--- src/sv/owtr_pkg.sv ---
// Package for the one-wire temperature reader.
// Holds the transfer payload types, command bytes, register indexes and reset values.
// No dependencies.
`timescale 1ns / 1ps
`default_nettype none
package owtr_pkg;

    typedef struct packed {
        logic start_req;
        logic line_level;
    } t_in;

    typedef struct packed {
        logic        drive_low;
        logic        busy_res;
        logic        presence_missing;
        logic        temperature_valid;
        logic [15:0] temperature;
    } t_out;

    localparam int CFG_DATA_BITS = 21;
    localparam int CFG_IDX_BITS  = 3;

    localparam logic [CFG_IDX_BITS-1:0] CFG_RESET_LOW      = 3'd0;
    localparam logic [CFG_IDX_BITS-1:0] CFG_PRESENCE_WAIT  = 3'd1;
    localparam logic [CFG_IDX_BITS-1:0] CFG_RESET_RECOVERY = 3'd2;
    localparam logic [CFG_IDX_BITS-1:0] CFG_SLOT_LOW       = 3'd3;
    localparam logic [CFG_IDX_BITS-1:0] CFG_WRITE_HOLD     = 3'd4;
    localparam logic [CFG_IDX_BITS-1:0] CFG_READ_SAMPLE    = 3'd5;
    localparam logic [CFG_IDX_BITS-1:0] CFG_READ_TAIL      = 3'd6;
    localparam logic [CFG_IDX_BITS-1:0] CFG_CONVERSION     = 3'd7;

    localparam logic [9:0]  RST_RESET_LOW      = 10'd500;
    localparam logic [7:0]  RST_PRESENCE_WAIT  = 8'd55;
    localparam logic [9:0]  RST_RESET_RECOVERY = 10'd400;
    localparam logic [3:0]  RST_SLOT_LOW       = 4'd6;
    localparam logic [6:0]  RST_WRITE_HOLD     = 7'd50;
    localparam logic [4:0]  RST_READ_SAMPLE    = 5'd8;
    localparam logic [6:0]  RST_READ_TAIL      = 7'd45;
    localparam logic [20:0] RST_CONVERSION     = 21'd1200000;

    localparam logic [7:0] CMD_SKIP_ROM   = 8'hCC;
    localparam logic [7:0] CMD_CONVERT    = 8'h44;
    localparam logic [7:0] CMD_READ_SCRATCH = 8'hBE;

    localparam logic [7:0] SLOT_RECOVERY = 8'd10;

endpackage
`default_nettype wire

--- src/sv/onewire_temperature_reader.sv ---
// Top level of the one-wire temperature reader: bus sequencer and transfer handshake.
// Depends on owtr_pkg.
//
// Usage: every transfer on the input channel is one microsecond tick carrying
// start_req and the sampled bus level. Every accepted tick yields exactly one
// result transfer with drive_low (open-drain pull), busy_res, presence_missing,
// temperature_valid and the last temperature word. A start while idle runs
// reset/presence (retried until a device answers), skip-ROM and convert,
// the conversion wait, a second reset, skip-ROM, read-scratchpad and two read
// bytes; the word is then emitted with temperature_valid for one tick.
// The result is registered from the accepted input transfer. Throughput: one tick per
// cycle unless the receiver stalls, set by the single sequencer register stage. The
// result register accepts a new tick in the same cycle its held result is taken.
// When the receiver stalls, the result holds and o_in_stall rises so no tick
// is accepted until a slot frees up.
// Reset: the sequencer is idle, counters and the word are zero, the timing
// registers return to their default values and no result is pending.
// Timing registers are written through i_cfg_we/i_cfg_idx/i_cfg_data and apply
// when the next bus phase is entered.
`timescale 1ns / 1ps
`default_nettype none
module onewire_temperature_reader #(
    parameter int WAIT_COUNTER_BITS = 21
) (
    input  wire                               i_clk,
    input  wire                               i_rst_n,
    input  wire                               i_in_valid,
    output logic                              o_in_stall,
    input  owtr_pkg::t_in                     i_in_data,
    output logic                              o_out_valid,
    input  wire                               i_out_stall,
    output owtr_pkg::t_out                    o_out_data,
    input  wire                               i_cfg_we,
    input  wire [owtr_pkg::CFG_IDX_BITS-1:0]  i_cfg_idx,
    input  wire [owtr_pkg::CFG_DATA_BITS-1:0] i_cfg_data
);
    import owtr_pkg::*;

    localparam int W = WAIT_COUNTER_BITS;
    localparam int DB = 22;

    localparam logic [3:0] P_IDLE      = 4'd0;
    localparam logic [3:0] P_RST_LOW   = 4'd1;
    localparam logic [3:0] P_RST_WAIT  = 4'd2;
    localparam logic [3:0] P_RST_RECOV = 4'd3;
    localparam logic [3:0] P_WR_LOW    = 4'd4;
    localparam logic [3:0] P_WR_HOLD   = 4'd5;
    localparam logic [3:0] P_WR_REC    = 4'd6;
    localparam logic [3:0] P_RD_LOW    = 4'd7;
    localparam logic [3:0] P_RD_WAIT   = 4'd8;
    localparam logic [3:0] P_RD_TAIL   = 4'd9;
    localparam logic [3:0] P_CONV      = 4'd10;

    localparam logic [2:0] S_CONVERT   = 3'd0;
    localparam logic [2:0] S_CONV_SENT = 3'd1;
    localparam logic [2:0] S_CONV_WAIT = 3'd2;
    localparam logic [2:0] S_READ_CMD  = 3'd3;
    localparam logic [2:0] S_READ_SENT = 3'd4;
    localparam logic [2:0] S_LOW_BYTE  = 3'd5;
    localparam logic [2:0] S_HIGH_BYTE = 3'd6;

    logic [9:0]  r_reset_low;
    logic [7:0]  r_presence_wait;
    logic [9:0]  r_reset_recovery;
    logic [3:0]  r_slot_low;
    logic [6:0]  r_write_hold;
    logic [4:0]  r_read_sample;
    logic [6:0]  r_read_tail;
    logic [20:0] r_conversion;

    logic [3:0]   r_phase,   n_phase;
    logic [W-1:0] r_tc,      n_tc;
    logic [7:0]   r_shift,   n_shift;
    logic [2:0]   r_bit,     n_bit;
    logic [2:0]   r_step,    n_step;
    logic [7:0]   r_low,     n_low;
    logic [15:0]  r_word,    n_word;

    logic         r_out_valid;
    t_out         r_out, n_out;

    logic         accept;
    logic         enter;
    logic [3:0]   enter_phase;
    logic [DB-1:0] enter_dur;
    logic         go_idle;
    logic         byte_done;
    logic         last;

    function automatic logic [W-1:0] sat_dur(input logic [DB-1:0] d);
        logic [32:0] dext;
        logic [32:0] maxc;
        logic [32:0] r;
        dext = 33'(d);
        maxc = (33'(1) << W) - 33'(1);
        r = (dext > maxc) ? maxc : dext;
        if (r == 33'(0)) begin
            r = 33'(1);
        end
        return r[W-1:0];
    endfunction

    assign o_in_stall  = r_out_valid && i_out_stall;
    assign accept      = i_in_valid && !o_in_stall;
    assign o_out_valid = r_out_valid;
    assign o_out_data  = r_out;

    always_comb begin
        n_phase     = r_phase;
        n_tc        = r_tc;
        n_shift     = r_shift;
        n_bit       = r_bit;
        n_step      = r_step;
        n_low       = r_low;
        n_word      = r_word;
        enter       = 1'b0;
        enter_phase = P_IDLE;
        enter_dur   = '0;
        go_idle     = 1'b0;
        byte_done   = 1'b0;
        last        = (r_tc <= W'(1));
        n_out       = '0;

        unique case (r_phase)
            P_RST_LOW, P_WR_LOW, P_RD_LOW: n_out.drive_low = 1'b1;
            P_WR_HOLD:                     n_out.drive_low = !r_shift[0];
            default:                       n_out.drive_low = 1'b0;
        endcase
        n_out.busy_res = (r_phase != P_IDLE);

        if (r_phase == P_IDLE) begin
            if (i_in_data.start_req) begin
                n_step      = S_CONVERT;
                enter       = 1'b1;
                enter_phase = P_RST_LOW;
                enter_dur   = DB'(r_reset_low);
            end
        end else begin
            if (!last) begin
                n_tc = r_tc - W'(1);
            end else begin
                unique case (r_phase)
                    P_RST_LOW: begin
                        enter       = 1'b1;
                        enter_phase = P_RST_WAIT;
                        enter_dur   = DB'(r_presence_wait);
                    end
                    P_RST_WAIT: begin
                        n_out.presence_missing = i_in_data.line_level;
                        n_shift     = {7'd0, i_in_data.line_level};
                        enter       = 1'b1;
                        enter_phase = P_RST_RECOV;
                        enter_dur   = DB'(r_reset_recovery);
                    end
                    P_RST_RECOV: begin
                        if (r_shift[0]) begin
                            enter       = 1'b1;
                            enter_phase = P_RST_LOW;
                            enter_dur   = DB'(r_reset_low);
                        end else if (r_step == S_CONVERT || r_step == S_READ_CMD) begin
                            n_shift     = CMD_SKIP_ROM;
                            n_bit       = 3'd0;
                            enter       = 1'b1;
                            enter_phase = P_WR_LOW;
                            enter_dur   = DB'(r_slot_low);
                        end else begin
                            go_idle = 1'b1;
                        end
                    end
                    P_WR_LOW: begin
                        enter       = 1'b1;
                        enter_phase = P_WR_HOLD;
                        enter_dur   = DB'(r_write_hold);
                    end
                    P_WR_HOLD: begin
                        enter       = 1'b1;
                        enter_phase = P_WR_REC;
                        enter_dur   = DB'(SLOT_RECOVERY);
                    end
                    P_WR_REC: begin
                        n_shift = r_shift >> 1;
                        if (r_bit == 3'd7) begin
                            byte_done = 1'b1;
                        end else begin
                            n_bit       = r_bit + 3'd1;
                            enter       = 1'b1;
                            enter_phase = P_WR_LOW;
                            enter_dur   = DB'(r_slot_low);
                        end
                    end
                    P_RD_LOW: begin
                        enter       = 1'b1;
                        enter_phase = P_RD_WAIT;
                        enter_dur   = DB'(r_read_sample);
                    end
                    P_RD_WAIT: begin
                        n_shift     = {i_in_data.line_level, r_shift[7:1]};
                        enter       = 1'b1;
                        enter_phase = P_RD_TAIL;
                        enter_dur   = DB'(r_read_tail) + DB'(SLOT_RECOVERY);
                    end
                    P_RD_TAIL: begin
                        if (r_bit == 3'd7) begin
                            byte_done = 1'b1;
                        end else begin
                            n_bit       = r_bit + 3'd1;
                            enter       = 1'b1;
                            enter_phase = P_RD_LOW;
                            enter_dur   = DB'(r_slot_low);
                        end
                    end
                    P_CONV: begin
                        n_step      = S_READ_CMD;
                        enter       = 1'b1;
                        enter_phase = P_RST_LOW;
                        enter_dur   = DB'(r_reset_low);
                    end
                    default: go_idle = 1'b1;
                endcase

                if (byte_done) begin
                    unique case (r_step)
                        S_CONVERT: begin
                            n_step      = S_CONV_SENT;
                            n_shift     = CMD_CONVERT;
                            n_bit       = 3'd0;
                            enter       = 1'b1;
                            enter_phase = P_WR_LOW;
                            enter_dur   = DB'(r_slot_low);
                        end
                        S_CONV_SENT: begin
                            n_step      = S_CONV_WAIT;
                            enter       = 1'b1;
                            enter_phase = P_CONV;
                            enter_dur   = DB'(r_conversion);
                        end
                        S_READ_CMD: begin
                            n_step      = S_READ_SENT;
                            n_shift     = CMD_READ_SCRATCH;
                            n_bit       = 3'd0;
                            enter       = 1'b1;
                            enter_phase = P_WR_LOW;
                            enter_dur   = DB'(r_slot_low);
                        end
                        S_READ_SENT: begin
                            n_step      = S_LOW_BYTE;
                            n_shift     = 8'd0;
                            n_bit       = 3'd0;
                            enter       = 1'b1;
                            enter_phase = P_RD_LOW;
                            enter_dur   = DB'(r_slot_low);
                        end
                        S_LOW_BYTE: begin
                            n_low       = n_shift;
                            n_step      = S_HIGH_BYTE;
                            n_shift     = 8'd0;
                            n_bit       = 3'd0;
                            enter       = 1'b1;
                            enter_phase = P_RD_LOW;
                            enter_dur   = DB'(r_slot_low);
                        end
                        S_HIGH_BYTE: begin
                            n_word = {n_shift, r_low};
                            n_out.temperature_valid = 1'b1;
                            go_idle = 1'b1;
                        end
                        default: go_idle = 1'b1;
                    endcase
                end
            end
        end

        if (enter) begin
            n_phase = enter_phase;
            n_tc    = sat_dur(enter_dur);
        end
        if (go_idle) begin
            n_phase = P_IDLE;
            n_tc    = '0;
            n_step  = S_CONVERT;
        end
        n_out.temperature = n_word;
    end

    always_ff @(posedge i_clk) begin
        if (!i_rst_n) begin
            r_reset_low      <= RST_RESET_LOW;
            r_presence_wait  <= RST_PRESENCE_WAIT;
            r_reset_recovery <= RST_RESET_RECOVERY;
            r_slot_low       <= RST_SLOT_LOW;
            r_write_hold     <= RST_WRITE_HOLD;
            r_read_sample    <= RST_READ_SAMPLE;
            r_read_tail      <= RST_READ_TAIL;
            r_conversion     <= RST_CONVERSION;
        end else if (i_cfg_we) begin
            unique case (i_cfg_idx)
                CFG_RESET_LOW:      r_reset_low      <= i_cfg_data[9:0];
                CFG_PRESENCE_WAIT:  r_presence_wait  <= i_cfg_data[7:0];
                CFG_RESET_RECOVERY: r_reset_recovery <= i_cfg_data[9:0];
                CFG_SLOT_LOW:       r_slot_low       <= i_cfg_data[3:0];
                CFG_WRITE_HOLD:     r_write_hold     <= i_cfg_data[6:0];
                CFG_READ_SAMPLE:    r_read_sample    <= i_cfg_data[4:0];
                CFG_READ_TAIL:      r_read_tail      <= i_cfg_data[6:0];
                CFG_CONVERSION:     r_conversion     <= i_cfg_data[20:0];
                default: ;
            endcase
        end
    end

    always_ff @(posedge i_clk) begin
        if (!i_rst_n) begin
            r_phase     <= P_IDLE;
            r_tc        <= '0;
            r_shift     <= '0;
            r_bit       <= '0;
            r_step      <= S_CONVERT;
            r_low       <= '0;
            r_word      <= '0;
            r_out_valid <= 1'b0;
        end else begin
            if (accept) begin
                r_phase     <= n_phase;
                r_tc        <= n_tc;
                r_shift     <= n_shift;
                r_bit       <= n_bit;
                r_step      <= n_step;
                r_low       <= n_low;
                r_word      <= n_word;
                r_out_valid <= 1'b1;
            end else if (!i_out_stall) begin
                r_out_valid <= 1'b0;
            end
        end
    end

    always_ff @(posedge i_clk) begin
        if (accept) begin
            r_out <= n_out;
        end
    end

endmodule
`default_nettype wire

--- config.mk ---
export PLATFORM = sky130hd
export DESIGN_NAME = onewire_temperature_reader
export DESIGN_NICKNAME = d
export VERILOG_FILES = /design/src/sv/owtr_pkg.sv /design/src/sv/onewire_temperature_reader.sv
export SDC_FILE = /design/constraint.sdc
export NUM_CORES = 1
export LEC_CHECK = 0
export BUFFER_PORTS_ARGS = -buffer_cell sky130_fd_sc_hd__buf_2
export CORE_MARGIN = 2
export CORE_UTILIZATION = 37
export DETAILED_ROUTE_END_ITERATION = 7
export HOLD_SLACK_MARGIN = 0.02
export PLACE_DENSITY = 0.53
export SETUP_SLACK_MARGIN = 0.2
export SYNTH_ARGS = -nofsm -noshare
export SYNTH_HDL_FRONTEND = slang
export SYNTH_SLANG_ARGS = --single-unit
--- constraint.sdc ---
create_clock -name i_clk -period 3.03 [get_ports i_clk]
set_clock_uncertainty 0.05 [all_clocks]
set_input_delay 0.303 -clock i_clk [delete_from_list [all_inputs] [get_ports i_clk]]
set_output_delay 0.303 -clock i_clk [all_outputs]
set_load 0.02 [all_outputs]
=== After elaboration in Yosys (flattened, before gate mapping) ===
Index checks and enable logic that the tools add are counted.

* Add/subtract/negate cells: 3
* Multiply operators: 0
* Divide/modulo/power cells: 0
* Order comparisons: 2
* Equality and inequality tests: 27
* Shift-type cells: 0
* Mux-type cells: 73
* Bitwise gates (word level): 4
* Reduce and logical (&&, ||, !) cells: 35

{| class="wikitable"
|+ Operator list
! cell !! number
|-
| 2-to-1 mux 21 bit || 5
|-
| case mux 10 bit (9 select lines) || 1
|-
| 2-to-1 mux 22 bit || 4
|-
| 2-to-1 mux 16 bit || 4
|-
| 2-to-1 mux 3 bit || 15
|-
| case mux 22 bit (2 select lines) || 1
|-
| case mux 4 bit (10 select lines) || 1
|-
| zero test 33 bit || 1
|-
| case mux 8 bit (4 select lines) || 1
|-
| 2-to-1 mux 4 bit || 7
|-
| equality test 3 bit, second input constant || 8
|-
| 2-to-1 mux 8 bit || 3
|-
| case mux 8 bit (3 select lines) || 1
|-
| > comparator 22 x 21 -> 1 bit, second input constant || 1
|-
| 2-to-1 mux 1 bit || 22
|-
| <= comparator 21 x 1 -> 1 bit, second input constant || 1
|-
| subtractor 21 x 1 -> 21 bit, second input constant || 1
|-
| 2-to-1 mux 10 bit || 2
|-
| AND reduction 2 bit || 9
|-
| equality test 4 x 3 -> 1 bit, second input constant || 4
|-
| case mux 3 bit (5 select lines) || 1
|-
| equality test 4 bit, second input constant || 3
|-
| case mux 4 bit (3 select lines) || 1
|-
| equality test 3 x 2 -> 1 bit, second input constant || 3
|-
| other kinds (27) || 44
|}

* Register bits after elaboration: 156
* Bits in latches: 0
* Bits in writable memories: 0
* ROM bits: 0
* Input port bits: 31
* Output and inout bits: 22
* Logic and storage cells: 165
* Memories: 0

=== Longest topological paths before layout ===
* Word-level depth: 15
* Gate-level depth with buffers: 12
* Depth with buffers taken out: 10

=== Worst setup path after synthesis ===
OpenSTA, ideal clock, no wires.

* Path type: reg-to-reg
* From: reg r_tc[8]
* To: reg r_out, in the netlist o_out_data[0], data pin
* Library setup time: 0.264 ns
* Data arrival time: 2.516 ns
* Required time: 2.716 ns
* Slack: 0.200 ns
* Cell stages (with the launch flop): 7
* Buffers on the path: 1
* Clock period less this slack: 2.830 ns
* Cells stage by stage: dfxtp_1 -> or3_4 -> or4_4 -> nor4_4 -> nor4b_4 -> buf_8 -> mux2_4

{| class="wikitable"
|+ RTL lines
! what !! line !! text
|-
| from (decl) || onewire_temperature_reader.sv:72 || <nowiki>logic [W-1:0] r_tc, n_tc;</nowiki>
|-
| from (signal assigned) || onewire_temperature_reader.sv:323 || <nowiki>r_tc <= n_tc;</nowiki>
|-
| to (signal assigned) || onewire_temperature_reader.sv:338 || <nowiki>r_out <= n_out;</nowiki>
|-
| to (decl) || onewire_temperature_reader.sv:80 || <nowiki>t_out r_out, n_out;</nowiki>
|}

==> results.json <==
{
  "numCtsBuffers": 17,
  "cp.arrival_ns": 2.85,
  "holdPathEnd": "o_out_valid$_SDFFE_PN0P_",
  "async_flop_share_pct": 0,
  "antenna_left": 0,
  "power.density_nw_per_um2": 537.9,
  "power_leakage_nw": 3.639,
  "core_area_um2": 21690,
  "slowest_delay_ns": 0.46,
  "num_io_pins": 53,
  "track_usage_pct": 20.11,
  "hpwl_mm": 16.45,
  "dpl_cell_area_um2": 8891,
  "layout-drive-gt1-share_pct": 18.70,
  "critPathMaxFanout": 13,
  "worst_r2r_path_depth": 7,
  "status": "finished, final reports clean",
  "cts-root-buf": "clkbuf_16",
  "hold_viol_final": 0,
  "crit_family": "simple AND/OR/NAND/NOR gates",
  "ys_seq_area_share_pct": 40.84,
  "syn_inst": 978,
  "synth_top_area_cell": "dfxtp_1",
  "grt_use_met1_pct": 28.09,
  "met3_usage_pct": 4.067,
  "r2r-end": "o_out_data[1]$_DFFE_PP_",
  "start_util_pct": 37.52,
  "crit_path_end_kind": "register",
  "r2r-start": "r_tc[8]$_SDFFE_PN0P_",
  "relSlewSlack_pct": 42.16,
  "place_ws_ns": 0.2403,
  "cp-start-kind": "register",
  "worst-setup-path-type": "register to register",
  "yosys_warnings": 0,
  "grt.busiest_layer": "met2",
  "die_w_um": 152.3,
  "num_vias": 7142,
  "cp_num_buf_inv": 2,
  "ys.flop_type": "dfxtp_1",
  "drt-initial-drc-count": 436,
  "critPathMostFrequentCell": "buf_12",
  "die_y_um": 152.3,
  "routed_wirelength_mm": 23.11,
  "crit_required_ns": 3.16,
  "place.gp.congestion": 0.8558,
  "max_freq_ghz": 0.3678,
  "worstHoldPathType": "input pin to register",
  "grt_max_degree": 64,
  "hold_depth": 2,
  "fin_nets": 1081,
  "timing.final.crit_period_ns": 2.719,
  "post-route-cell-area_um2": 9592,
  "ys_ff_latch": 156,
  "setup_tns_ns": 0,
  "min-delay-start": "i_in_valid",
  "route.detailed.drc": 0,
  "finalSetupViolCount": 0,
  "clk_latency_ns": 0.44,
  "viasPerCell": 5.334,
  "rsz0062_at_grt": "true",
  "min_period_over_period_pct": 89.73,
  "netlist_area_um2": 8138,
  "synth_edf_count": 20,
  "path_clk_slew_ns": 0.06,
  "synth.distinct_cells": 72,
  "grt_util_met2_pct": 31.17,
  "grt_pass1_vias": 6733,
  "crit_chain": "or3_4 > or4_4 > nor4_4 > nor4b_4 > buf_12 > buf_12 > mux2_4",
  "synth_top_area_share_pct": 33.46,
  "cts_tree": "yes",
  "h-tree-depth": 4,
  "area_growth_pct": 17.87,
  "slew_viol_final": 0,
  "syn_nets": 1013,
  "place.port_buffers": 52,
  "first_pass_iters": 5,
  "grt_pass1_wl_mm": 37.38,
  "rrSetupSlack_ns": 0.31,
  "diodes": 0,
  "overflow": 0,
  "worst_pin_slew_ns": 0.8610,
  "drv_cap": 0,
  "final_util_pct": 44.23,
  "wl_per_cell_um": 17.26,
  "critPathSlowestCell": "or4_4",
  "antenna_found_initial": 0,
  "avgSynthCellArea_um2": 8.321,
  "crit_path_start": "r_tc[8]$_SDFFE_PN0P_",
  "ir_drop_uv": 272.9,
  "fp-row-count": 54,
  "clock-sinks": 156,
  "die_area_um2": 23200,
  "layout_setup_ws_ns": 0.3113,
  "clock_path_buffers": 2,
  "synthTopCellsByArea": "dfxtp_1 33%, nand2_1 9.6%, edfxtp_1 7.4%"
}
==> layout make-up <==
type | count | area [um^2]
Inverter | 16 | 60.06
Tap cell | 280 | 350.3
Clock inverter | 11 | 77.57
Fill cell | 2188 | 12100
Multi-Input combinational cell | 747 | 4549
Timing Repair Buffer | 108 | 735.7
Sequential cell | 156 | 3326
Clock buffer | 21 | 493.0
==> cells in the final DEF (no fill, tap or decap), types with 10 or more instances in the layout <==
cell / count
clkbuf_16: 19
nor3_1: 19
a21boi_0: 44
nand2_1: 209
mux2i_1: 20
a21boi_2: 10
nand2b_1: 15
nor2_1: 47
nor2b_1: 43
buf_2: 51
mux2_4: 10
nor4_1: 13
xnor2_1: 11
o21ai_0: 45
nand2_2: 11
a21oi_1: 38
a22oi_1: 23
buf_4: 49
nand3_1: 40
edfxtp_1: 20
inv_1: 14
dfxtp_1: 134
==> cells by family (layout without fill, tap and decap cells) <==
group	count (synthesis)	count (layout)	synth area share (%)
simple gates	447	447	26.94
compound gates	242	242	20.66
flops	156	156	40.84
buf+inv	75	156	3.844
mux	37	37	5.274
xor+xnor	17	17	1.830
fa+ha+maj	4	4	0.6150
==> cells in the mapped netlist (all sizes together) (16+ instances only) <==
cell and number:
nor3 20, nor4 16, mux2 17, clkbuf 51, o21ai 47, nor2b 44, nand3 40, nor2 47
a21oi 40, nand2 220, dfxtp 136, mux2i 20, a22oi 23, edfxtp 20, a21boi 59
==> how the worst max path moves through the flow <==
stage                               to  depth (start not counted)
2_1_floorplan  o_out_data[0]$_DFFE_PP_                          7
3_3_place_gp     r_tc[17]$_SDFFE_PN0P_                          9
3_5_place_dp      r_tc[0]$_SDFFE_PN0P_                          9
4_1_cts           r_tc[0]$_SDFFE_PN0P_                          9
5_1_grt           r_tc[4]$_SDFFE_PN0P_                          8
6_report       o_out_data[1]$_DFFE_PP_                          7
==> sequential cells by signal, indices dropped and copies added (netlist names), 5 cells and up <==
signal / count
r_word: 16
o_out_data: 20
r_reset_recovery: 10
r_shift: 8
r_conversion: 21
r_tc: 21
r_reset_low: 10
r_read_tail: 7
r_low: 8
r_write_hold: 7
r_read_sample: 5
r_presence_wait: 8
==> layer usage <==
metal | part of all wire [%] | routed length, um
met4 | 1.8 | 416
met2 | 45 | 10450
met3 | 4.6 | 1054
met1 | 48 | 11180
met5 | 0 | 0
==> timing repair <==
action | 4_1_cts | 5_1_grt
hold endpoints to repair | 3 | 0
hold buffers | 3 | 0
setup buffers | 0 | 4
gates resized for setup | 0 | 16
endpoints found under the setup margin | 0 | 35
==> worst reg2reg max path: cells and delay by family, from the launching register on <==
| family | cells | cell delay, ns |
|---|---|---|
| flip-flops | 1 | 0.36 |
| multiplexers | 1 | 0.30 |
| AND/OR/NAND/NOR | 4 | 1.44 |
| buffers and inverters | 2 | 0.32 |
==> where the power goes <==
| group | switching (W) | internal (W) |
|---|---|---|
| Combinational | 0.000492 | 0.000351 |
| Clock | 0.000914 | 0.00117 |
| Sequential | 0.0000659 | 0.00217 |
| Total | 0.00147 | 0.00369 |
==> through the flow <==
step	std cells	power [W]	hold WS, ns
5_1_grt	1339	0.005404	0.03737
4_1_cts	1335	0.005180	0.02518
3_3_place_gp	1300	0.003091	0.3880
6_report	1339	0.005159	0.03984
3_5_place_dp	1300	0.003091	0.3927
2_1_floorplan	978	0.002826	0.3770
No activity file was read; power rests on OpenSTA's default activity.
